[src/design/blc_pkg.sv]
// Shared types and constants for the dual LED blink controller.
`timescale 1ns / 1ps

package blc_pkg;

  localparam int unsigned CountW  = 8;
  localparam int unsigned ToggleW = CountW + 1;

  typedef enum logic {
    FUNC_TICK = 1'b0,
    FUNC_SET  = 1'b1
  } func_e;

  typedef enum logic [1:0] {
    STATUS_OFF  = 2'd0,
    STATUS_ON   = 2'd1,
    STATUS_SLOW = 2'd2,
    STATUS_FAST = 2'd3
  } status_e;

  // Command seen by every channel for one beat.
  typedef struct packed {
    logic              is_set;
    logic              turn_on;
    logic [CountW-1:0] blink_count;
    logic              fast;
    logic              phase_even;  // phase after this tick is 0
  } cmd_t;

endpackage

[src/design/blc_channel.sv]
// Per-LED state: steady level, blink flags, toggle counter and pin level.
`timescale 1ns / 1ps

module blc_channel (
  input  logic             clk_i,
  input  logic             rst_ni,
  input  logic             step_i,
  input  logic             set_hit_i,
  input  blc_pkg::cmd_t    cmd_i,
  output logic             level_d_o,
  output blc_pkg::status_e status_d_o
);

  logic                        pin_q, pin_d;
  logic                        steady_q, steady_d;
  logic                        blink_q, blink_d;
  logic                        fast_q, fast_d;
  logic [blc_pkg::ToggleW-1:0] toggles_q, toggles_d;

  always_comb begin
    pin_d     = pin_q;
    steady_d  = steady_q;
    blink_d   = blink_q;
    fast_d    = fast_q;
    toggles_d = toggles_q;
    if (step_i) begin
      if (cmd_i.is_set) begin
        if (set_hit_i) begin
          if (cmd_i.blink_count != '0) begin
            if (cmd_i.turn_on) begin
              blink_d   = 1'b1;
              fast_d    = cmd_i.fast;
              toggles_d = {cmd_i.blink_count, 1'b0};
            end else begin
              blink_d   = 1'b0;
              fast_d    = 1'b0;
              toggles_d = '0;
              pin_d     = steady_q;
            end
          end else begin
            steady_d = cmd_i.turn_on;
            if (!blink_q) begin
              pin_d = cmd_i.turn_on;
            end
          end
        end
      end else if (blink_q && (fast_q || cmd_i.phase_even)) begin
        if (toggles_q != '0) begin
          pin_d     = ~pin_q;
          toggles_d = toggles_q - blc_pkg::ToggleW'(1);
        end else begin
          blink_d = 1'b0;
          fast_d  = 1'b0;
          pin_d   = steady_q;
        end
      end
    end
  end

  always_ff @(posedge clk_i or negedge rst_ni) begin
    if (!rst_ni) begin
      pin_q     <= 1'b0;
      steady_q  <= 1'b0;
      blink_q   <= 1'b0;
      fast_q    <= 1'b0;
      toggles_q <= '0;
    end else begin
      pin_q     <= pin_d;
      steady_q  <= steady_d;
      blink_q   <= blink_d;
      fast_q    <= fast_d;
      toggles_q <= toggles_d;
    end
  end

  // Report the state as it stands after this beat.
  assign level_d_o = pin_d;

  always_comb begin
    if (blink_d) begin
      status_d_o = fast_d ? blc_pkg::STATUS_FAST : blc_pkg::STATUS_SLOW;
    end else begin
      status_d_o = steady_d ? blc_pkg::STATUS_ON : blc_pkg::STATUS_OFF;
    end
  end

endmodule

[src/design/dual_led_blink_controller.sv]
// Top level of the dual LED blink controller: input register, channel update, result register.
// A beat is accepted into the input register, then moves into the result register unless held.
// Throughput: one beat per cycle unless stalled; each LED's update is a single short step.
// A waiting result does not block intake while the input register is free.
// Reset (rst_ni low, asynchronous): all LEDs off, not blinking, phase 0, both stages empty.
`timescale 1ns / 1ps

module dual_led_blink_controller #(
  parameter int unsigned CHANNELS = 2
) (
  input  logic                        clk_i,
  input  logic                        rst_ni,
  // command/tick channel
  input  logic                        in_valid_i,
  output logic                        in_stall_o,
  input  logic                        func_i,
  input  logic                        led_select_i,
  input  logic                        turn_on_i,
  input  logic [blc_pkg::CountW-1:0]  blink_count_i,
  input  logic                        fast_i,
  // result channel
  output logic                        out_valid_o,
  input  logic                        out_stall_i,
  output logic                        pending_level_o,
  output logic                        upload_level_o,
  output logic [1:0]                  pending_status_o,
  output logic [1:0]                  upload_status_o
);

  // ---------------------------------------------------------------------------
  // Input register: hold one beat until the result register can take it.
  // ---------------------------------------------------------------------------
  logic                       s1_valid_q, s1_valid_d;
  logic                       s1_func_q;
  logic                       s1_sel_q;
  logic                       s1_on_q;
  logic [blc_pkg::CountW-1:0] s1_count_q;
  logic                       s1_fast_q;

  logic out_valid_q, out_valid_d;
  logic out_hold;   // result register full and stalled
  logic in_accept;
  logic s1_fire;    // beat moves from the input register into the result register

  assign out_hold   = out_valid_q && out_stall_i;
  assign in_stall_o = s1_valid_q && out_hold;
  assign in_accept  = in_valid_i && !in_stall_o;
  assign s1_fire    = s1_valid_q && !out_hold;

  always_comb begin
    s1_valid_d = s1_valid_q;
    if (in_accept) begin
      s1_valid_d = 1'b1;
    end else if (s1_fire) begin
      s1_valid_d = 1'b0;
    end
  end

  always_ff @(posedge clk_i or negedge rst_ni) begin
    if (!rst_ni) begin
      s1_valid_q <= 1'b0;
    end else begin
      s1_valid_q <= s1_valid_d;
    end
  end

  always_ff @(posedge clk_i) begin
    if (in_accept) begin
      s1_func_q  <= func_i;
      s1_sel_q   <= led_select_i;
      s1_on_q    <= turn_on_i;
      s1_count_q <= blink_count_i;
      s1_fast_q  <= fast_i;
    end
  end

  // ---------------------------------------------------------------------------
  // Shared tick phase: flip on every tick beat.
  // ---------------------------------------------------------------------------
  logic phase_q, phase_d;
  logic is_tick;

  assign is_tick = (s1_func_q == blc_pkg::FUNC_TICK);
  assign phase_d = (s1_fire && is_tick) ? ~phase_q : phase_q;

  always_ff @(posedge clk_i or negedge rst_ni) begin
    if (!rst_ni) begin
      phase_q <= 1'b0;
    end else begin
      phase_q <= phase_d;
    end
  end

  // ---------------------------------------------------------------------------
  // Channels: each updates its own state when the beat fires.
  // ---------------------------------------------------------------------------
  blc_pkg::cmd_t    cmd;
  logic             lvl_d    [CHANNELS];
  blc_pkg::status_e status_d [CHANNELS];

  assign cmd.is_set      = (s1_func_q == blc_pkg::FUNC_SET);
  assign cmd.turn_on     = s1_on_q;
  assign cmd.blink_count = s1_count_q;
  assign cmd.fast        = s1_fast_q;
  assign cmd.phase_even  = ~phase_d;

  for (genvar g = 0; g < CHANNELS; g++) begin : g_chan
    logic hit;
    // Only the pending and upload LEDs are reachable by the select field.
    if (g < 2) begin : g_addr
      assign hit = (s1_sel_q == 1'(g));
    end else begin : g_noaddr
      assign hit = 1'b0;
    end

    blc_channel u_chan (
      .clk_i      (clk_i),
      .rst_ni     (rst_ni),
      .step_i     (s1_fire),
      .set_hit_i  (hit),
      .cmd_i      (cmd),
      .level_d_o  (lvl_d[g]),
      .status_d_o (status_d[g])
    );
  end

  // A missing upload channel reads as off.
  logic       up_lvl;
  logic [1:0] up_status;

  if (CHANNELS > 1) begin : g_up
    assign up_lvl    = lvl_d[1];
    assign up_status = 2'(status_d[1]);
  end else begin : g_noup
    assign up_lvl    = 1'b0;
    assign up_status = 2'(blc_pkg::STATUS_OFF);
  end

  // ---------------------------------------------------------------------------
  // Result register: capture post-update levels and status on every fired beat.
  // ---------------------------------------------------------------------------
  logic       pend_lvl_q, up_lvl_q;
  logic [1:0] pend_status_q, up_status_q;

  always_comb begin
    out_valid_d = out_valid_q;
    if (s1_fire) begin
      out_valid_d = 1'b1;
    end else if (!out_stall_i) begin
      out_valid_d = 1'b0;
    end
  end

  always_ff @(posedge clk_i or negedge rst_ni) begin
    if (!rst_ni) begin
      out_valid_q <= 1'b0;
    end else begin
      out_valid_q <= out_valid_d;
    end
  end

  always_ff @(posedge clk_i) begin
    if (s1_fire) begin
      pend_lvl_q    <= lvl_d[0];
      up_lvl_q      <= up_lvl;
      pend_status_q <= 2'(status_d[0]);
      up_status_q   <= up_status;
    end
  end

  assign out_valid_o      = out_valid_q;
  assign pending_level_o  = pend_lvl_q;
  assign upload_level_o   = up_lvl_q;
  assign pending_status_o = pend_status_q;
  assign upload_status_o  = up_status_q;

  // ---------------------------------------------------------------------------
  // Assertions
  // ---------------------------------------------------------------------------
  // A fired beat always lands in the result register.
  a_fire_lands: assert property (@(posedge clk_i) disable iff (!rst_ni)
    s1_fire |=> out_valid_q)
    else $error("fired beat did not reach the result register");

  // Intake stalls only when both stages hold a beat.
  a_stall_full: assert property (@(posedge clk_i) disable iff (!rst_ni)
    in_stall_o |-> (s1_valid_q && out_valid_q))
    else $error("intake stalled with a free stage");

  // The phase flips on exactly the tick beats.
  a_phase_flip: assert property (@(posedge clk_i) disable iff (!rst_ni)
    (s1_fire && is_tick) |=> (phase_q != $past(phase_q)))
    else $error("tick phase did not flip on a tick");

  a_phase_hold: assert property (@(posedge clk_i) disable iff (!rst_ni)
    !(s1_fire && is_tick) |=> $stable(phase_q))
    else $error("tick phase moved without a tick");

endmodule
[config.mk]
export PLATFORM = sky130hd
export DESIGN_NAME = dual_led_blink_controller
export DESIGN_NICKNAME = d
export VERILOG_FILES = /design/src/design/blc_pkg.sv /design/src/design/blc_channel.sv /design/src/design/dual_led_blink_controller.sv
export SDC_FILE = /design/constraint.sdc
export NUM_CORES = 1
export LEC_CHECK = 0
export BUFFER_PORTS_ARGS = -buffer_cell sky130_fd_sc_hd__buf_2
export CAP_MARGIN = 30
export CORE_UTILIZATION = 62
export CTS_CLUSTER_DIAMETER = 100
export DETAILED_ROUTE_END_ITERATION = 10
export HOLD_SLACK_MARGIN = 0.05
export PLACE_DENSITY = 0.79
export REMOVE_ABC_BUFFERS = 1
export SLEW_MARGIN = 20
export SYNTH_ARGS = -nofsm -noshare
export SYNTH_HDL_FRONTEND = slang
export SYNTH_SLANG_ARGS = --single-unit
[constraint.sdc]
create_clock -name clk_i -period 5.6 [get_ports clk_i]
set_input_delay 0.28 -clock clk_i [delete_from_list [all_inputs] [get_ports clk_i]]
set_output_delay 0.28 -clock clk_i [all_outputs]
set_load 0.03 [all_outputs]
After elaboration in Yosys (flattened, before gate mapping)
Index checks and enable logic that the tools add are counted.

Flip-flop bits (word level): 47. Logic and storage cells: 125.

$add $sub $neg: 2. Equality and inequality tests: 4. Muxes and demuxes: 71. Bitwise gates (word level): 5. Reduce and logical (&&, ||, !) cells: 21.

Operators by type and width (number): $mux W9 (10); $mux W1 (59); $reduce_bool A9 Y1 (2); $sub A9 B1 Y9 const B (2); $reduce_and A5 Y1 (2); $reduce_bool A2 Y1 (5); $reduce_bool A8 Y1 (1); $logic_and A1 B1 Y1 (7); $ne A2 B1 Y1 const B (3); $not A1 Y1 (5); $mux W2 (2); $logic_not A1 Y1 (2); $logic_or A1 B1 Y1 (2); $ne A2 B2 Y1 const B (1).

Longest topological paths before layout
Gate-level depths: netlist (run 1).

Depth in word-level cells: 13. Mapped depth: 10.

By module
Synthesis (run 1) repeated with hierarchy kept, for this count alone.

Cells, all modules: 257. Area total of the unflattened synthesis: 2591.2 µm².

Modules (own cells, without submodules): blc_channel (g_chan[1].u_chan) (instances 1, cells each 120, area each 991.0 µm², sequential area each 325.3 µm²); blc_channel (g_chan[0].u_chan) (instances 1, cells each 105, area each 903.4 µm², sequential area each 325.3 µm²); dual_led_blink_controller (instances 1, cells each 32, area each 696.9 µm², sequential area each 615.6 µm²).

Worst setup path before layout (run 1)
No wires, ideal clock.

Path type: reg2reg. Start: reg g_chan[1].u_chan.toggles_q[0] (netlist name). End: reg up_status_q[0], in the netlist upload_status_o[0] (data pin). Library setup time: 0.260 ns. Data arrival time: 2.158 ns. Data required time: 5.340 ns. Slack: 3.183 ns. Stages on the path, launching flop included: 9. Path buffers: 1. Cell sequence: dfrtp_1 > inv_1 > ha_1 > or3b_1 > or4b_1 > buf_2 > o211ai_1 > nand3b_1 > mux2_2.

RTL lines: start: declaration (RTL line blc_channel.sv:18) `logic [blc_pkg::ToggleW-1:0] toggles_q, toggles_d;`; start signal: assignment (RTL line blc_channel.sv:72) `toggles_q <= toggles_d;`; $reduce_bool A9 Y1 (RTL line blc_channel.sv:48) `if (toggles_q != '0) begin`; $mux W1 (RTL line blc_channel.sv:48); $mux W1 (RTL line blc_channel.sv:47) `end else if (blink_q && (fast_q || cmd_i.phase_even)) begin`; $mux W1 (RTL line blc_channel.sv:27) `if (cmd_i.is_set) begin`; $mux W1 (RTL line blc_channel.sv:26) `if (step_i) begin`; via g_chan[1].u_chan.blink_d (RTL line blc_channel.sv:16) `logic blink_q, blink_d;`; $mux W2 (RTL line blc_channel.sv:80) `if (blink_d) begin`; via g_chan[1].u_chan.status_d_o[0] (RTL line blc_channel.sv:11) `output blc_pkg::status_e status_d_o`; end signal: assignment (RTL line dual_led_blink_controller.sv:167) `up_status_q <= up_status;`; end: declaration (RTL line dual_led_blink_controller.sv:143) `logic [1:0] pend_status_q, up_status_q;`.

The timed path passes the listed nets, and every way through them passes these cells. A chain may end at the register's enable or synchronous reset.

Worst setup path in the final report (run 1)
Start: reg s1_func_q. End: reg g_chan[0].u_chan.toggles_q[7] (netlist name).

Cells in the longest elaborated chain, start to end: 8.

Ends and longest elaborated chain: start: declaration (RTL line dual_led_blink_controller.sv:34) `logic s1_func_q;`; start signal: assignment (RTL line dual_led_blink_controller.sv:69) `s1_func_q <= func_i;`; $not A1 Y1 (RTL line dual_led_blink_controller.sv:83) `assign is_tick = (s1_func_q == blc_pkg::FUNC_TICK);`; $logic_and A1 B1 Y1 (RTL line dual_led_blink_controller.sv:84) `assign phase_d = (s1_fire && is_tick) ? ~phase_q : phase_q;`; $mux W1 (RTL line dual_led_blink_controller.sv:84); $not A1 Y1 (RTL line dual_led_blink_controller.sv:105) `assign cmd.phase_even = ~phase_d;`; $logic_or A1 B1 Y1 (RTL line blc_channel.sv:47); $logic_and A1 B1 Y1 (RTL line blc_channel.sv:47); $reduce_bool A2 Y1 (no line); $reduce_and A5 Y1 (no line); end signal: assignment (RTL line blc_channel.sv:72); end: declaration (RTL line blc_channel.sv:18).

Parallel ways exist; a longest one is shown, timed or not.

==> impl_results.html, run 1 <==
<table>
<tr><th>Metric</th><th>Value</th></tr>
<tr><th colspan="2">Status</th></tr>
<tr><td>Status</td><td>finished clean</td></tr>
<tr><th colspan="2">Worst hold path</th></tr>
<tr><td>Worst Hold Depth</td><td>1</td></tr>
<tr><td>Worst Hold End</td><td>s1_count_q[5]</td></tr>
<tr><td>Min-delay src</td><td>blink_count_i[5]</td></tr>
<tr><td>Worst Hold Class</td><td>input port to flip-flop</td></tr>
<tr><th colspan="2">CTS</th></tr>
<tr><td>Hold-fix buffer count after cts</td><td>1</td></tr>
<tr><td>Root cell of the clock tree</td><td>sky130_fd_sc_hd__clkbuf_8</td></tr>
<tr><td>Maximum count of clock buffers along a single path</td><td>2</td></tr>
<tr><td>Post-cts sizing count</td><td>0</td></tr>
<tr><td>CTS sink cnt</td><td>47</td></tr>
<tr><td>Clock slew at the register clock pins of the worst setup and hold paths</td><td>0.09 ns</td></tr>
<tr><td>Total clock buffers created by CTS</td><td>5</td></tr>
<tr><td>Clock latency of the later-clocked register in the worst-skew pair</td><td>approximately 0.3 ns</td></tr>
<tr><td>Post-CTS Setup Inserts</td><td>0</td></tr>
<tr><td># H-tree levels</td><td>2</td></tr>
<tr><td>Clock tree from TritonCTS</td><td>yes</td></tr>
<tr><th colspan="2">Synth</th></tr>
<tr><td>Async S/R FF share, synth</td><td>61.70%</td></tr>
<tr><td>Combinational family with the most area after synthesis</td><td>simple AND/OR/NAND/NOR gates</td></tr>
<tr><td>Number of warnings printed during yosys synthesis</td><td>0</td></tr>
<tr><td>Number of flops mapped to enable cells by yosys</td><td>18</td></tr>
<tr><td>Largest cells by area after synthesis</td><td>sky130_fd_sc_hd__dfrtp_1, sky130_fd_sc_hd__edfxtp_1, sky130_fd_sc_hd__nand2_1</td></tr>
<tr><td>Ranking of synthesized cells by instance count</td><td>sky130_fd_sc_hd__dfrtp_1, sky130_fd_sc_hd__nand2_1, sky130_fd_sc_hd__edfxtp_1</td></tr>
<tr><td>Top cell type by total area after synthesis</td><td>sky130_fd_sc_hd__dfrtp_1</td></tr>
<tr><td>Area fraction of the dominant cell type after synthesis</td><td>between 20% and 30%</td></tr>
<tr><td>Cell area after synthesis</td><td>~2400 sq um</td></tr>
<tr><td>Synthesized-area fraction occupied by ao, oa, aoi and oai cells</td><td>19.37%</td></tr>
<tr><td>Fraction of the yosys area taken by sequential cells</td><td>between 50% and 60%</td></tr>
<tr><td>Xor-xnor portion of the synthesized cell area</td><td>less than 1%</td></tr>
<tr><td>Main synth FF type</td><td>sky130_fd_sc_hd__dfrtp_1</td></tr>
<tr><td>Simple logic cell fraction of the synthesized area</td><td>21.07%</td></tr>
<tr><td>Cell count after synthesis</td><td>234</td></tr>
<tr><td>Adder-cell area share of the yosys netlist</td><td>just over 1%</td></tr>
<tr><td>Synthesized area divided by synthesized cell count</td><td>10.43 sq um</td></tr>
<tr><td>Mux share of post-synthesis cell area</td><td>1.743%</td></tr>
<tr><td>Number of library cell types mapped by synthesis</td><td>60</td></tr>
<tr><td>Flip-flop and latch count after synthesis</td><td>47</td></tr>
<tr><td>Most frequent cell after synthesis</td><td>sky130_fd_sc_hd__dfrtp_1</td></tr>
<tr><th colspan="2">Floorplanning</th></tr>
<tr><td>DIE AREA</td><td>approximately 4200 sq um</td></tr>
<tr><td>Ports placed on the boundary</td><td>24</td></tr>
<tr><td>Row cnt</td><td>22</td></tr>
<tr><td>Width of the die</td><td>roughly 65 microns</td></tr>
<tr><td>Starting density of the core</td><td>65.69%</td></tr>
<tr><td>Area of the core</td><td>3716 sq um</td></tr>
<tr><td>Die span in y</td><td>64.75 microns</td></tr>
<tr><th colspan="2">Routing</th></tr>
<tr><td>1st-iter DRT viols</td><td>roughly 230</td></tr>
<tr><td>DRT Pass-1 Iters</td><td>5</td></tr>
<tr><td>Post-route ant nets</td><td>0</td></tr>
<tr><td>Average wire per cell in the routed design</td><td>about 16 microns</td></tr>
<tr><td>Number of remaining DRC errors</td><td>0</td></tr>
<tr><td>Total wirelength of the detailed-routed design</td><td>around 5000 microns</td></tr>
<tr><td>Via count normalized by instance count</td><td>6.480</td></tr>
<tr><td>Number of vias after detailed routing</td><td>~2000</td></tr>
<tr><th colspan="2">Global routing</th></tr>
<tr><td>Total routing usage reported by global routing</td><td>25.79%</td></tr>
<tr><td>Busiest layer in global routing</td><td>met2</td></tr>
<tr><td>Number of global-route vias before repair</td><td>between 1500 and 2000</td></tr>
<tr><td>Routing usage on met1</td><td>between 30% and 40%</td></tr>
<tr><td>Maximum number of pins on one net before global-route repair</td><td>30</td></tr>
<tr><td>Global routing met3 resource utilization</td><td>under 10%</td></tr>
<tr><td>Global-route wire length before repair</td><td>8162 microns</td></tr>
<tr><td>Grt ovf</td><td>0</td></tr>
<tr><td>Met2 routing resource usage after global routing</td><td>around two fifths</td></tr>
<tr><td>Number of antenna violations at the first check in global routing</td><td>0</td></tr>
<tr><th colspan="2">Critical path</th></tr>
<tr><td>WP data arrival</td><td>approximately 3.1 ns</td></tr>
<tr><td>CP endpoint kind</td><td>flip-flop</td></tr>
<tr><td>Critical Path Start Type</td><td>flip-flop</td></tr>
<tr><td>Worst-case reg-to-reg path depth</td><td>5</td></tr>
<tr><td>Critical register-to-register path endpoint</td><td>g_chan[0].u_chan.toggles_q[7]</td></tr>
<tr><td>Data required time at the worst endpoint</td><td>just under 6 ns</td></tr>
<tr><td>FF-to-FF setup slack</td><td>2.75 ns</td></tr>
<tr><td>Setup crit start</td><td>s1_func_q</td></tr>
<tr><td>Category of the most critical setup path</td><td>flip-flop to flip-flop</td></tr>
<tr><td>CP Max Fanout</td><td>27</td></tr>
<tr><td>Reg2Reg Launch Point</td><td>s1_func_q</td></tr>
<tr><th colspan="2">STA</th></tr>
<tr><td>Highest attainable clock frequency</td><td>around 350 MHz</td></tr>
<tr><td>Slew at the pin with the worst max-slew slack</td><td>roughly 0.86 ns</td></tr>
<tr><td>Final worst-path setup slack</td><td>about 2.8 ns</td></tr>
<tr><td>Setup repair after global routing missed its margin</td><td>no</td></tr>
<tr><td>Final worst clock skew</td><td>0.009370 ns</td></tr>
<tr><td>Rel. slew slack</td><td>roughly 43%</td></tr>
<tr><td>Setup total negative slack</td><td>0 ns</td></tr>
<tr><td>Fin crit share</td><td>approximately 51%</td></tr>
<tr><td>Hold violation total from the final report</td><td>0</td></tr>
<tr><td>Final critical path time including I/O delays and setup</td><td>2.845 ns</td></tr>
<tr><td>Setup-violating endpoint count in the final report</td><td>0</td></tr>
<tr><td>Final slew viol count</td><td>0</td></tr>
<tr><th colspan="2">Job</th></tr>
<tr><td>Max-cap violations</td><td>0</td></tr>
<tr><th colspan="2">Power</th></tr>
<tr><td>Relative contribution of sequential cells to total power</td><td>~54%</td></tr>
<tr><td>Power per Cell Area</td><td>356.1 nW/um^2</td></tr>
<tr><td>Net switching power</td><td>roughly 0.32 mW</td></tr>
<tr><td>Clock network fraction of design power</td><td>21.4%</td></tr>
<tr><td>Internal Power</td><td>around 0.62 mW</td></tr>
<tr><td>Worst-case vdd ir drop</td><td>236.8 uV</td></tr>
<tr><td>Combinational share of power</td><td>approximately a quarter</td></tr>
<tr><td>Cell leakage power</td><td>~1.0 nW</td></tr>
<tr><td>Switching fraction of total power</td><td>34.28%</td></tr>
<tr><th colspan="2">Cells and area</th></tr>
<tr><td>Synthesis-to-finish area growth</td><td>8.662%</td></tr>
<tr><td>Number of antenna repair diodes</td><td>0</td></tr>
<tr><td>Layout cell share with drive strength beyond 1</td><td>between 15 and 20%</td></tr>
<tr><td>Count of nets after finishing</td><td>271</td></tr>
<tr><th colspan="2">Placement</th></tr>
<tr><td>Worst slack, placed</td><td>2.821 ns</td></tr>
<tr><td>Number of buffers inserted by port buffering</td><td>23</td></tr>
<tr><td>Detailed placement HPWL</td><td>between 3000 and 4000 microns</td></tr>
<tr><td>RD Place Congestion</td><td>between 0.8 and 0.9</td></tr>
</table>
-- worst max path at each step --
| stage | end |
|---|---|
| finish | g_chan[0].u_chan.toggles_q[7] |
| global route | g_chan[0].u_chan.toggles_q[7] |
| CTS | g_chan[0].u_chan.toggles_q[7] |
| detailed placement | g_chan[0].u_chan.toggles_q[7] |
| global placement | g_chan[0].u_chan.toggles_q[7] |
| floorplan | upload_status_o[0] |
-- registers in the layout (all words and copies together) (netlist names) --
signal                   count
s1_fast_q                    1
phase_q                      1
s1_count_q                   8
s1_valid_q                   1
upload_status_o              2
out_valid_o                  1
g_chan.u_chan.steady_q       2
upload_level_o               1
pending_level_o              1
pending_status_o             2
g_chan.u_chan.blink_q        2
g_chan.u_chan.pin_q          2
g_chan.u_chan.fast_q         2
g_chan.u_chan.toggles_q     18
g_chan.hit                   1
s1_func_q                    1
s1_on_q                      1
-- cell families (layout without fill, tap and decap cells) --
| logic type | count (synthesis) | in the layout |
|---|---|---|
| compound gates | 64 | 64 |
| mux | 4 | 4 |
| fa+ha+maj | 2 | 2 |
| xor+xnor | 1 | 1 |
| buf+inv | 25 | 45 |
| flops | 47 | 47 |
| simple gates | 91 | 91 |
-- worst max-delay path: stages, from the launching register on --
cell and delay, ns:
sky130_fd_sc_hd__edfxtp_1 0.92, sky130_fd_sc_hd__clkinv_1 0.53, sky130_fd_sc_hd__a2111oi_2 0.61, sky130_fd_sc_hd__a21oi_4 0.15, sky130_fd_sc_hd__or4_1 0.49, sky130_fd_sc_hd__nand3_1 0.09
-- cells in the final DEF, fill, tap and decap left out, types with 3 or more instances in the layout --
cell / synthesis / routed
sky130_fd_sc_hd__nand2b_1: 3 / 3
sky130_fd_sc_hd__or4_1: 8 / 8
sky130_fd_sc_hd__or3_1: 4 / 4
sky130_fd_sc_hd__a22oi_1: 3 / 3
sky130_fd_sc_hd__a211o_1: 3 / 3
sky130_fd_sc_hd__nor3_1: 4 / 4
sky130_fd_sc_hd__nor2_1: 12 / 12
sky130_fd_sc_hd__and3_1: 3 / 3
sky130_fd_sc_hd__a21oi_1: 14 / 14
sky130_fd_sc_hd__nand3_1: 14 / 14
sky130_fd_sc_hd__clkbuf_8: 0 / 5
sky130_fd_sc_hd__nor4_1: 6 / 6
sky130_fd_sc_hd__o21ai_0: 14 / 14
sky130_fd_sc_hd__buf_2: 5 / 23
sky130_fd_sc_hd__a31oi_1: 3 / 3
sky130_fd_sc_hd__edfxtp_1: 18 / 18
sky130_fd_sc_hd__nand2_1: 19 / 19
sky130_fd_sc_hd__dfrtp_1: 29 / 29
sky130_fd_sc_hd__a32oi_1: 4 / 4
sky130_fd_sc_hd__inv_1: 12 / 12
-- final cells by class --
class	count	area [sq um]
clock buffer	5	68.82
clock inverter	3	20.02
fill	278	1064
inverter	13	48.80
multi-input combinational	162	1064
sequential	47	1266
tap	48	60.06
timing repair buffer	24	125.1
-- power groups by stage --
stage               Clock [mW]  Combinational [mW]  Sequential [mW]
global placement             0               0.221            0.514
global route             0.214               0.260            0.523
floorplan                    0               0.161            0.510
finish                   0.202               0.231            0.512
CTS                      0.203               0.230            0.509
detailed placement           0               0.228            0.515
-- per-layer routing --
| layer | vias up | routed length [microns] |
|---|---|---|
| met3 | 10 | 320 |
| met2 | 95 | 2237 |
| met4 | 0 | 61 |
| met1 | 921 | 2341 |
| met5 | - | 0 |
| li1 | 931 | - |
-- stage by stage --
step	cell area (sq um)	power (mW)	instances	util [%]	hold WS [ns]
after global placement	2554	0.7352	293	68.72	0.3387
final	2653	0.9445	302	71.38	0.1477
after floorplan	2379	0.6712	222	-	-0.01559
after CTS	2653	0.9413	302	71.38	0.1462
after global routing	2653	0.9963	302	71.38	0.1406
after detailed placement	2554	0.7434	293	68.72	0.3430
Power figures use the tool's default switching activity.
==> run 2: changes to the inputs <==
ABC_AREA = 1   (was not set)
CORE_UTILIZATION = 59   (was 62)
PLACE_DENSITY = 0.75   (was 0.79)
clock period = 2.8 ns   (was 5.6 ns; I/O delays follow)
==> run 2 against run 1 <==
  * Area after synthesis is 7.8% higher
  * Register-to-register slack worse by 2.0 ns
  * Flip-flop and latch count stayed put
  * Routed wire length is 15% higher
  * Combinational power grew to 5.0 times the previous value
  * Power grew to 3.0 times the previous value
  * Fmax is 40% higher
  * Largest power group is now combinational logic
==> impl_results.html, run 2 <==
<table>
<tr><th>Metric</th><th>Value</th></tr>
<tr><th colspan="2">Routing</th></tr>
<tr><td>DRT Pass-1 Iters</td><td>5 (unchanged)</td></tr>
<tr><td>1st-iter DRT viols</td><td>172 (was 229)</td></tr>
<tr><td>Post-route ant nets</td><td>0 (unchanged)</td></tr>
<tr><td>Number of vias after detailed routing</td><td>2262 (was 1957)</td></tr>
<tr><td>Total wirelength of the detailed-routed design</td><td>5692 microns (was 4961 microns)</td></tr>
<tr><td>Number of remaining DRC errors</td><td>0 (unchanged)</td></tr>
<tr><td>Via count normalized by instance count</td><td>5.360 (was 6.480)</td></tr>
<tr><td>Average wire per cell in the routed design</td><td>13.49 microns (was 16.43 microns)</td></tr>
<tr><th colspan="2">CTS</th></tr>
<tr><td>Clock tree from TritonCTS</td><td>yes (unchanged)</td></tr>
<tr><td>Root cell of the clock tree</td><td>sky130_fd_sc_hd__clkbuf_8 (unchanged)</td></tr>
<tr><td>Post-CTS Setup Inserts</td><td>0 (unchanged)</td></tr>
<tr><td>Total clock buffers created by CTS</td><td>5 (unchanged)</td></tr>
<tr><td># H-tree levels</td><td>2 (unchanged)</td></tr>
<tr><td>Clock latency of the later-clocked register in the worst-skew pair</td><td>0.29 ns (was 0.30 ns)</td></tr>
<tr><td>Clock slew at the register clock pins of the worst setup and hold paths</td><td>0.08 ns (was 0.09 ns)</td></tr>
<tr><td>CTS sink cnt</td><td>47 (unchanged)</td></tr>
<tr><td>Maximum count of clock buffers along a single path</td><td>2 (unchanged)</td></tr>
<tr><th colspan="2">Critical path</th></tr>
<tr><td>Crit-path most repeated cell</td><td>sky130_fd_sc_hd__nand2_1</td></tr>
<tr><td>Critical-path cell list</td><td>inv_4, nand3_2, inv_1, or2_2, inv_1, nand2_1, nand2_1, a21oi_1, nand2_1, nand2_1 (was clkinv_1, a2111oi_2, a21oi_4, or4_1, nand3_1)</td></tr>
<tr><td>Worst-case reg-to-reg path depth</td><td>10 (was 5)</td></tr>
<tr><td>Category of the most critical setup path</td><td>flip-flop to flip-flop (unchanged)</td></tr>
<tr><td>Reg2Reg Launch Point</td><td>s1_func_q (unchanged)</td></tr>
<tr><td>CP Max Fanout</td><td>19 (was 27)</td></tr>
<tr><td>Setup crit start</td><td>s1_func_q (unchanged)</td></tr>
<tr><td>FF-to-FF setup slack</td><td>0.77 ns (was 2.75 ns)</td></tr>
<tr><td>WP data arrival</td><td>2.19 ns (was 3.09 ns)</td></tr>
<tr><td>Critical register-to-register path endpoint</td><td>upload_status_o[0] (was g_chan[0].u_chan.toggles_q[7])</td></tr>
<tr><td>Data required time at the worst endpoint</td><td>2.96 ns (was 5.84 ns)</td></tr>
<tr><td>Critical Path Start Type</td><td>flip-flop (unchanged)</td></tr>
<tr><td>Crit path to</td><td>upload_status_o[0] (was g_chan[0].u_chan.toggles_q[7])</td></tr>
<tr><td>Delay contributed by the slowest stage of the critical path</td><td>0.57 ns (was 0.92 ns)</td></tr>
<tr><td>CP max stage cell</td><td>sky130_fd_sc_hd__edfxtp_1 (unchanged)</td></tr>
<tr><td>CP endpoint kind</td><td>flip-flop (unchanged)</td></tr>
<tr><th colspan="2">STA</th></tr>
<tr><td>Final slew viol count</td><td>0 (unchanged)</td></tr>
<tr><td>Hold violation total from the final report</td><td>0 (unchanged)</td></tr>
<tr><td>Rel. slew slack</td><td>55.89% (was 42.73%)</td></tr>
<tr><td>Fin crit share</td><td>72.55% (was 50.81%)</td></tr>
<tr><td>Setup total negative slack</td><td>0 ns (unchanged)</td></tr>
<tr><td>Highest attainable clock frequency</td><td>492.3 MHz (was 351.5 MHz)</td></tr>
<tr><td>Slew at the pin with the worst max-slew slack</td><td>0.6617 ns (was 0.8591 ns)</td></tr>
<tr><td>Setup-violating endpoint count in the final report</td><td>0 (unchanged)</td></tr>
<tr><td>Final worst clock skew</td><td>0.004915 ns (was 0.009370 ns)</td></tr>
<tr><td>Setup repair after global routing missed its margin</td><td>no (unchanged)</td></tr>
<tr><td>Hold WS</td><td>0.08491 ns (was 0.1477 ns)</td></tr>
<tr><td>Final critical path time including I/O delays and setup</td><td>2.031 ns (was 2.845 ns)</td></tr>
<tr><td>Final worst-path setup slack</td><td>0.7686 ns (was 2.755 ns)</td></tr>
<tr><th colspan="2">Synth</th></tr>
<tr><td>Flip-flop and latch count after synthesis</td><td>47 (unchanged)</td></tr>
<tr><td>Ranking of synthesized cells by instance count</td><td>sky130_fd_sc_hd__nand2_1, sky130_fd_sc_hd__inv_1, sky130_fd_sc_hd__nor2_1 (was sky130_fd_sc_hd__dfrtp_1, sky130_fd_sc_hd__nand2_1, sky130_fd_sc_hd__edfxtp_1)</td></tr>
<tr><td>Simple logic cell fraction of the synthesized area</td><td>28.86% (was 21.07%)</td></tr>
<tr><td>Main synth FF type</td><td>sky130_fd_sc_hd__dfrtp_1 (unchanged)</td></tr>
<tr><td>Most frequent cell after synthesis</td><td>sky130_fd_sc_hd__nand2_1 (was sky130_fd_sc_hd__dfrtp_1)</td></tr>
<tr><td>Cell area after synthesis</td><td>2631 sq um (was 2441 sq um)</td></tr>
<tr><td>Xor-xnor portion of the synthesized cell area</td><td>2.663% (was 0.3588%)</td></tr>
<tr><td>Number of flops mapped to enable cells by yosys</td><td>18 (unchanged)</td></tr>
<tr><td>Area fraction of the dominant cell type after synthesis</td><td>27.58% (was 29.73%)</td></tr>
<tr><td>Async S/R FF share, synth</td><td>61.70% (unchanged)</td></tr>
<tr><td>Synthesized area divided by synthesized cell count</td><td>7.902 sq um (was 10.43 sq um)</td></tr>
<tr><td>Cell count after synthesis</td><td>333 (was 234)</td></tr>
<tr><td>Adder-cell area share of the yosys netlist</td><td>0.9510% (was 1.025%)</td></tr>
<tr><td>Synthesized-area fraction occupied by ao, oa, aoi and oai cells</td><td>11.60% (was 19.37%)</td></tr>
<tr><td>Fraction of the yosys area taken by sequential cells</td><td>48.12% (was 51.87%)</td></tr>
<tr><td>Largest cells by area after synthesis</td><td>sky130_fd_sc_hd__dfrtp_1, sky130_fd_sc_hd__edfxtp_1, sky130_fd_sc_hd__nand2_1 (unchanged)</td></tr>
<tr><td>Number of warnings printed during yosys synthesis</td><td>0 (unchanged)</td></tr>
<tr><td>Number of library cell types mapped by synthesis</td><td>33 (was 60)</td></tr>
<tr><td>Combinational family with the most area after synthesis</td><td>simple AND/OR/NAND/NOR gates (unchanged)</td></tr>
<tr><td>Top cell type by total area after synthesis</td><td>sky130_fd_sc_hd__dfrtp_1 (unchanged)</td></tr>
<tr><td>Mux share of post-synthesis cell area</td><td>0.3804% (was 1.743%)</td></tr>
<tr><th colspan="2">Cells and area</th></tr>
<tr><td>Final design utilization</td><td>73.37% (was 71.38%)</td></tr>
<tr><td>Largest registers in the final layout</td><td>g_chan.u_chan.toggles_q (18), s1_count_q (8) (unchanged)</td></tr>
<tr><td># fillers</td><td>317 (was 278)</td></tr>
<tr><td>Non-filler cells, final</td><td>422 (was 302)</td></tr>
<tr><td>Top reg by flops</td><td>g_chan.u_chan.toggles_q (unchanged)</td></tr>
<tr><td>Commonest non-fill, non-tap cell in the layout</td><td>sky130_fd_sc_hd__nand2_1 (was sky130_fd_sc_hd__dfrtp_1)</td></tr>
<tr><td>Commonest non-fill, non-tap cells in the layout</td><td>sky130_fd_sc_hd__nand2_1, sky130_fd_sc_hd__inv_1, sky130_fd_sc_hd__nor2_1 (was sky130_fd_sc_hd__dfrtp_1, sky130_fd_sc_hd__buf_2, sky130_fd_sc_hd__nand2_1)</td></tr>
<tr><td>Post-route standard cell area excluding fillers</td><td>3040 sq um (was 2653 sq um)</td></tr>
<tr><td>Count of nets after finishing</td><td>389 (was 271)</td></tr>
<tr><td>Synthesis-to-finish area growth</td><td>15.55% (was 8.662%)</td></tr>
<tr><td>Layout cell share with drive strength beyond 1</td><td>13.98% (was 16.93%)</td></tr>
<tr><td>Number of antenna repair diodes</td><td>0 (unchanged)</td></tr>
<tr><td>Number of flip-flops under the largest register name</td><td>18 (unchanged)</td></tr>
<tr><th colspan="2">Power</th></tr>
<tr><td>Power per Cell Area</td><td>938.5 nW/um^2 (was 356.1 nW/um^2)</td></tr>
<tr><td>Cell leakage power</td><td>1.481 nW (was 1.042 nW)</td></tr>
<tr><td>Pwr Total</td><td>2.853 mW (was 0.9445 mW)</td></tr>
<tr><td>Worst-case vdd ir drop</td><td>430.5 uV (was 236.8 uV)</td></tr>
<tr><th colspan="2">Global routing</th></tr>
<tr><td>Number of global-route vias before repair</td><td>2149 (was 1698)</td></tr>
<tr><td>Maximum number of pins on one net before global-route repair</td><td>30 (unchanged)</td></tr>
<tr><td>Number of antenna violations at the first check in global routing</td><td>0 (unchanged)</td></tr>
<tr><td>Grt ovf</td><td>0 (unchanged)</td></tr>
<tr><td>Global-route wire length before repair</td><td>9466 microns (was 8162 microns)</td></tr>
<tr><td>Total routing usage reported by global routing</td><td>27.25% (was 25.79%)</td></tr>
<tr><th colspan="2">Floorplanning</th></tr>
<tr><td>Die span in y</td><td>68.78 microns (was 64.75 microns)</td></tr>
<tr><td>Area of the core</td><td>4144 sq um (was 3716 sq um)</td></tr>
<tr><td>Width of the die</td><td>68.78 microns (was 64.75 microns)</td></tr>
<tr><td>DIE AREA</td><td>4731 sq um (was 4192 sq um)</td></tr>
<tr><td>Row cnt</td><td>23 (was 22)</td></tr>
<tr><td>Ports placed on the boundary</td><td>24 (unchanged)</td></tr>
<tr><td>Starting density of the core</td><td>63.50% (was 65.69%)</td></tr>
<tr><th colspan="2">Status</th></tr>
<tr><td>Status</td><td>finished clean (unchanged)</td></tr>
<tr><th colspan="2">Placement</th></tr>
<tr><td>Dpl cell area</td><td>2774 sq um (was 2554 sq um)</td></tr>
<tr><td>Worst slack, placed</td><td>0.8180 ns (was 2.821 ns)</td></tr>
<tr><td>Detailed placement HPWL</td><td>3992 microns (was 3500 microns)</td></tr>
<tr><td>RD Place Congestion</td><td>0.8975 (was 0.8396)</td></tr>
<tr><td>Inst Count DP</td><td>401 (was 293)</td></tr>
<tr><td>Number of buffers inserted by port buffering</td><td>23 (unchanged)</td></tr>
<tr><th colspan="2">Worst hold path</th></tr>
<tr><td>Worst Hold Class</td><td>input port to flip-flop (unchanged)</td></tr>
<tr><th colspan="2">Job</th></tr>
<tr><td>Max-cap violations</td><td>0 (unchanged)</td></tr>
</table>
run 2: cell count changes after synthesis, moves of 6 or more:
cell                      before  now
sky130_fd_sc_hd__inv_1        12   40
sky130_fd_sc_hd__nand2_1      19  109
sky130_fd_sc_hd__nor2_1       12   30
sky130_fd_sc_hd__nor4_1        6    0
sky130_fd_sc_hd__o21ai_2       0    7
sky130_fd_sc_hd__or4_1         8    0
run 2: per-layer routing:
layer / GRT usage (%) / share of wire (%)
met1: 35.59 / 47
met2: 46.57 / 47
met3: 5.592 / 5.1
met4: 6.122 / 0.74
met5: 0 / 0
run 2: power breakdown:
part,switching (mW),internal [mW]
Clock,0.223,0.356
Sequential,0.196,0.928
Combinational,0.719,0.431
Total,1.14,1.72
run 2: cell families (layout without fill, tap and decap cells):
family	after synthesis	count (layout)
DFF	47	47
buffers and inverters	47	86
AOI/OAI and AO/OA	52	52
and+or+nand+nor	176	176
muxes	1	1
xor gates and xnor gates	8	8
adders and majority gates	2	2
run 2: area by class of cell:
cell class / count / area [sq um] / share of cell area, %
multi-input cells: 239 / 1170 / 38.48
well taps: 50 / 62.56 / 2.058
inverters: 42 / 160.2 / 5.267
clock inverters: 3 / 67.56 / 2.222
flip-flops and latches: 47 / 1266 / 41.65
repair buffers: 36 / 245.2 / 8.066
clock buffers: 5 / 68.82 / 2.263
run 2: how the worst min path moves through the flow:
stage	startpoint	cells past startpoint	end
detailed placement	rst_ni	1	g_chan[0].u_chan.toggles_q[3]
global placement	rst_ni	1	g_chan[0].u_chan.toggles_q[3]
CTS	in_valid_i	3	s1_valid_q
finish	in_valid_i	3	s1_valid_q
global route	in_valid_i	3	s1_valid_q
floorplan	rst_ni	0	g_chan[0].u_chan.blink_q
run 2: timing repair:
item,in CTS,in global routing
gates resized for setup,0,0
hold buffers,13,0
hold endpoints to repair,41,0
setup endpoints to repair,0,0
run 2: critical path: cells and delay by family, from the launching register on:
kind	cells	cell delay, ns
buffers and inverters	3	0.54
AO/OA/AOI/OAI	1	0.23
AND/OR/NAND/NOR	6	0.57
flip-flops	1	0.57
==> run 3: changes to the inputs <==
clock period = 2 ns   (was 2.8 ns; I/O delays follow)
==> run 3 against run 2 <==
  * Clock power grew 18%
  * Critical path depth shrank 2
  * Final area grew 1.8%
  * Die area is the same
  * Clock skew grew 0.0020 ns
  * Core utilization grew 1.3 points
  * Critical path type unchanged
  * Largest cell class unchanged
  * Largest power group unchanged
==> impl_results.html, run 3 (same netlist as run 2, synthesis figures left out) <==
<table>
<tr><th>Metric</th><th>Value</th></tr>
<tr><th colspan="2">Status</th></tr>
<tr><td>Status</td><td>finished clean (unchanged)</td></tr>
<tr><th colspan="2">Floorplanning</th></tr>
<tr><td>DIE AREA</td><td>4731 sq um (unchanged)</td></tr>
<tr><td>Row cnt</td><td>23 (unchanged)</td></tr>
<tr><td>Width of the die</td><td>68.78 microns (unchanged)</td></tr>
<tr><td>Ports placed on the boundary</td><td>24 (unchanged)</td></tr>
<tr><td>Area of the core</td><td>4144 sq um (unchanged)</td></tr>
<tr><td>Die span in y</td><td>68.78 microns (unchanged)</td></tr>
<tr><td>Starting density of the core</td><td>63.50% (unchanged)</td></tr>
<tr><th colspan="2">Placement</th></tr>
<tr><td>RD Place Congestion</td><td>0.8752 (was 0.8975)</td></tr>
<tr><td>Detailed placement HPWL</td><td>4171 microns (was 3992 microns)</td></tr>
<tr><td>Number of buffers inserted by port buffering</td><td>23 (unchanged)</td></tr>
<tr><td>Dpl cell area</td><td>2841 sq um (was 2774 sq um)</td></tr>
<tr><th colspan="2">Critical path</th></tr>
<tr><td>FF-to-FF setup slack</td><td>0.16 ns (was 0.77 ns)</td></tr>
<tr><td>Critical register-to-register path endpoint</td><td>g_chan[1].u_chan.toggles_q[5] (was upload_status_o[0])</td></tr>
<tr><td>Delay contributed by the slowest stage of the critical path</td><td>0.40 ns (was 0.57 ns)</td></tr>
<tr><td>Worst-case reg-to-reg path depth</td><td>8 (was 10)</td></tr>
<tr><td>Data required time at the worst endpoint</td><td>2.19 ns (was 2.96 ns)</td></tr>
<tr><td>Reg2Reg Launch Point</td><td>out_valid_o (was s1_func_q)</td></tr>
<tr><td>Critical Path Start Type</td><td>flip-flop (unchanged)</td></tr>
<tr><td>WP data arrival</td><td>2.03 ns (was 2.19 ns)</td></tr>
<tr><td>CP Max Fanout</td><td>15 (was 19)</td></tr>
<tr><td>Category of the most critical setup path</td><td>flip-flop to flip-flop (unchanged)</td></tr>
<tr><td>CP endpoint kind</td><td>flip-flop (unchanged)</td></tr>
<tr><td>CP max stage cell</td><td>sky130_fd_sc_hd__dfrtp_1 (was sky130_fd_sc_hd__edfxtp_1)</td></tr>
<tr><td>Critical-path cell list</td><td>nand2_1, nand4_1, nand3b_2, nand2_2, o21ai_2, nand2_4, nand2_1, o21ai_2 (was inv_4, nand3_2, inv_1, or2_2, inv_1, nand2_1, nand2_1, a21oi_1, nand2_1, nand2_1)</td></tr>
<tr><th colspan="2">Routing</th></tr>
<tr><td>1st-iter DRT viols</td><td>191 (was 172)</td></tr>
<tr><td>Number of remaining DRC errors</td><td>0 (unchanged)</td></tr>
<tr><td>Number of vias after detailed routing</td><td>2348 (was 2262)</td></tr>
<tr><td>Total wirelength of the detailed-routed design</td><td>6132 microns (was 5692 microns)</td></tr>
<tr><td>Post-route ant nets</td><td>0 (unchanged)</td></tr>
<tr><td>Via count normalized by instance count</td><td>5.435 (was 5.360)</td></tr>
<tr><td>DRT Pass-1 Iters</td><td>6 (was 5)</td></tr>
<tr><td>Average wire per cell in the routed design</td><td>14.19 microns (was 13.49 microns)</td></tr>
<tr><th colspan="2">Global routing</th></tr>
<tr><td>Global-route wire length before repair</td><td>9880 microns (was 9466 microns)</td></tr>
<tr><td>Maximum number of pins on one net before global-route repair</td><td>30 (unchanged)</td></tr>
<tr><td>Grt ovf</td><td>0 (unchanged)</td></tr>
<tr><td>Total routing usage reported by global routing</td><td>29.36% (was 27.25%)</td></tr>
<tr><td>Number of global-route vias before repair</td><td>2211 (was 2149)</td></tr>
<tr><td>Number of antenna violations at the first check in global routing</td><td>0 (unchanged)</td></tr>
<tr><th colspan="2">Job</th></tr>
<tr><td>Max-cap violations</td><td>0 (unchanged)</td></tr>
<tr><th colspan="2">CTS</th></tr>
<tr><td>CTS sink cnt</td><td>47 (unchanged)</td></tr>
<tr><td>Root cell of the clock tree</td><td>sky130_fd_sc_hd__clkbuf_8 (unchanged)</td></tr>
<tr><td>Clock tree from TritonCTS</td><td>yes (unchanged)</td></tr>
<tr><td>Post-CTS Setup Inserts</td><td>0 (unchanged)</td></tr>
<tr><td>Clock slew at the register clock pins of the worst setup and hold paths</td><td>0.08 ns (about the same)</td></tr>
<tr><td>Clock latency of the later-clocked register in the worst-skew pair</td><td>0.30 ns (was 0.29 ns)</td></tr>
<tr><td># H-tree levels</td><td>2 (unchanged)</td></tr>
<tr><td>Total clock buffers created by CTS</td><td>5 (unchanged)</td></tr>
<tr><td>Maximum count of clock buffers along a single path</td><td>2 (unchanged)</td></tr>
<tr><th colspan="2">Power</th></tr>
<tr><td>Cell leakage power</td><td>1.522 nW (was 1.481 nW)</td></tr>
<tr><td>Clock network fraction of design power</td><td>17.4% (was 20.3%)</td></tr>
<tr><td>Combinational share of power</td><td>42.5% (was 40.3%)</td></tr>
<tr><td>Power per Cell Area</td><td>1268 nW/um^2 (was 938.5 nW/um^2)</td></tr>
<tr><td>Internal Power</td><td>2.293 mW (was 1.715 mW)</td></tr>
<tr><td>Relative contribution of sequential cells to total power</td><td>40.1% (was 39.4%)</td></tr>
<tr><td>Switching fraction of total power</td><td>41.58% (was 39.89%)</td></tr>
<tr><td>Worst-case vdd ir drop</td><td>714.6 uV (was 430.5 uV)</td></tr>
<tr><td>Net switching power</td><td>1.632 mW (was 1.138 mW)</td></tr>
<tr><th colspan="2">STA</th></tr>
<tr><td>Slew at the pin with the worst max-slew slack</td><td>0.6827 ns (was 0.6617 ns)</td></tr>
<tr><td>Setup repair after global routing missed its margin</td><td>no (unchanged)</td></tr>
<tr><td>Highest attainable clock frequency</td><td>543.6 MHz (was 492.3 MHz)</td></tr>
<tr><td>Setup total negative slack</td><td>0 ns (unchanged)</td></tr>
<tr><td>Final critical path time including I/O delays and setup</td><td>1.840 ns (was 2.031 ns)</td></tr>
<tr><td>Final slew viol count</td><td>0 (unchanged)</td></tr>
<tr><td>Fin crit share</td><td>91.98% (was 72.55%)</td></tr>
<tr><td>Final worst clock skew</td><td>0.006895 ns (was 0.004915 ns)</td></tr>
<tr><td>Setup-violating endpoint count in the final report</td><td>0 (unchanged)</td></tr>
<tr><td>Rel. slew slack</td><td>54.49% (was 55.89%)</td></tr>
<tr><td>Hold violation total from the final report</td><td>0 (unchanged)</td></tr>
<tr><th colspan="2">Worst hold path</th></tr>
<tr><td>Worst Hold Class</td><td>input port to flip-flop (unchanged)</td></tr>
<tr><td>Worst Hold Depth</td><td>3 (unchanged)</td></tr>
<tr><td>Min-delay src</td><td>out_stall_i (was in_valid_i)</td></tr>
<tr><td>Worst Hold End</td><td>out_valid_o (was s1_valid_q)</td></tr>
<tr><th colspan="2">Cells and area</th></tr>
<tr><td>Commonest non-fill, non-tap cell in the layout</td><td>sky130_fd_sc_hd__nand2_1 (unchanged)</td></tr>
<tr><td>Top reg by flops</td><td>g_chan.u_chan.toggles_q (unchanged)</td></tr>
<tr><td>Layout cell share with drive strength beyond 1</td><td>15.71% (was 13.98%)</td></tr>
<tr><td>Number of antenna repair diodes</td><td>0 (unchanged)</td></tr>
<tr><td>Synthesis-to-finish area growth</td><td>17.64% (was 15.55%)</td></tr>
<tr><td>Commonest non-fill, non-tap cells in the layout</td><td>sky130_fd_sc_hd__nand2_1, sky130_fd_sc_hd__inv_1, sky130_fd_sc_hd__nor2_1 (unchanged)</td></tr>
<tr><td>Number of flip-flops under the largest register name</td><td>18 (unchanged)</td></tr>
<tr><td>Post-route standard cell area excluding fillers</td><td>3095 sq um (was 3040 sq um)</td></tr>
<tr><td>Largest registers in the final layout</td><td>g_chan.u_chan.toggles_q (18), s1_count_q (8) (unchanged)</td></tr>
<tr><td>Count of nets after finishing</td><td>399 (was 389)</td></tr>
</table>
## run 3: cell count changes in the layout (fill, tap and decap cells not counted)
cell                            change
sky130_fd_sc_hd__dlygate4sd3_1      +1
sky130_fd_sc_hd__buf_4              +9
sky130_fd_sc_hd__clkinv_1           +1
sky130_fd_sc_hd__clkinv_2           +1
sky130_fd_sc_hd__nor3_4             +1
sky130_fd_sc_hd__clkinvlp_4         -1
sky130_fd_sc_hd__bufinv_16          -1
sky130_fd_sc_hd__nor3_2             -1
## run 3: how the worst max path moves through the flow
stage	start	endpoint	slack [ns]	cells after the start
2_1_floorplan	out_valid_o	g_chan[1].hit	0.21	5
3_3_place_gp	g_chan[1].u_chan.toggles_q[0]	upload_status_o[0]	0.21	9
3_5_place_dp	g_chan[1].u_chan.toggles_q[0]	upload_status_o[0]	0.16	9
4_1_cts	g_chan[1].u_chan.toggles_q[0]	upload_status_o[0]	0.12	9
5_1_grt	g_chan[0].u_chan.toggles_q[0]	pending_level_o	0.01	9
6_report	out_valid_o	g_chan[1].u_chan.toggles_q[5]	0.16	8
## run 3: cell type report
class | count | area [sq um]
clock buffers | 5 | 68.82
clock inverters | 3 | 38.79
fillers | 325 | 1049
inverters | 42 | 160.2
multi-input cells | 239 | 1176
flip-flops and latches | 47 | 1266
well taps | 50 | 62.56
repair buffers | 46 | 322.8
## run 3: power groups by stage
stage	logic, mW	registers, mW	clock network, mW
floorplan	1.23	1.57	0
global placement	1.56	1.57	0
detailed placement	1.61	1.58	0
CTS	1.64	1.56	0.687
global route	1.90	1.61	0.716
finish	1.67	1.57	0.684
## run 3: what timing repair did
| item | in CTS | in global routing |
|---|---|---|
| hold buffers | 14 | 0 |
| setup endpoints to repair | 0 | 8 |
| hold endpoints to repair | 42 | 0 |
| resized for setup | 0 | 1 |
## run 3: worst max-delay path: cells and delay by family (launching register included)
kind	cells	cell delay, ns
compound gates	2	0.33
flops	1	0.40
simple gates	6	0.99
## run 3: layer usage
layer | vias to the layer above | GRT usage [%] | part of all wire (%)
li1 | 1176 | - | -
met1 | 1073 | 37.35 | 45
met2 | 87 | 49.75 | 48
met3 | 12 | 5.428 | 5.6
met4 | 0 | 10.71 | 1.8
met5 | - | 0 | 0
## run 3: through the flow
| stage | utilization (%) | hold slack (ns) | std cells | setup WS [ns] | total power, mW |
|---|---|---|---|---|---|
| 2_1_floorplan | - | -0.1956 | 328 | 0.2112 | 2.805 |
| 3_3_place_gp | 68.57 | 0.1791 | 410 | 0.2127 | 3.127 |
| 3_5_place_dp | 68.57 | 0.1785 | 410 | 0.1558 | 3.185 |
| 4_1_cts | 74.55 | 0.1320 | 432 | 0.1177 | 3.889 |
| 5_1_grt | 74.70 | 0.1486 | 432 | 0.01147 | 4.229 |
| 6_report | 74.70 | 0.1471 | 432 | 0.1605 | 3.924 |
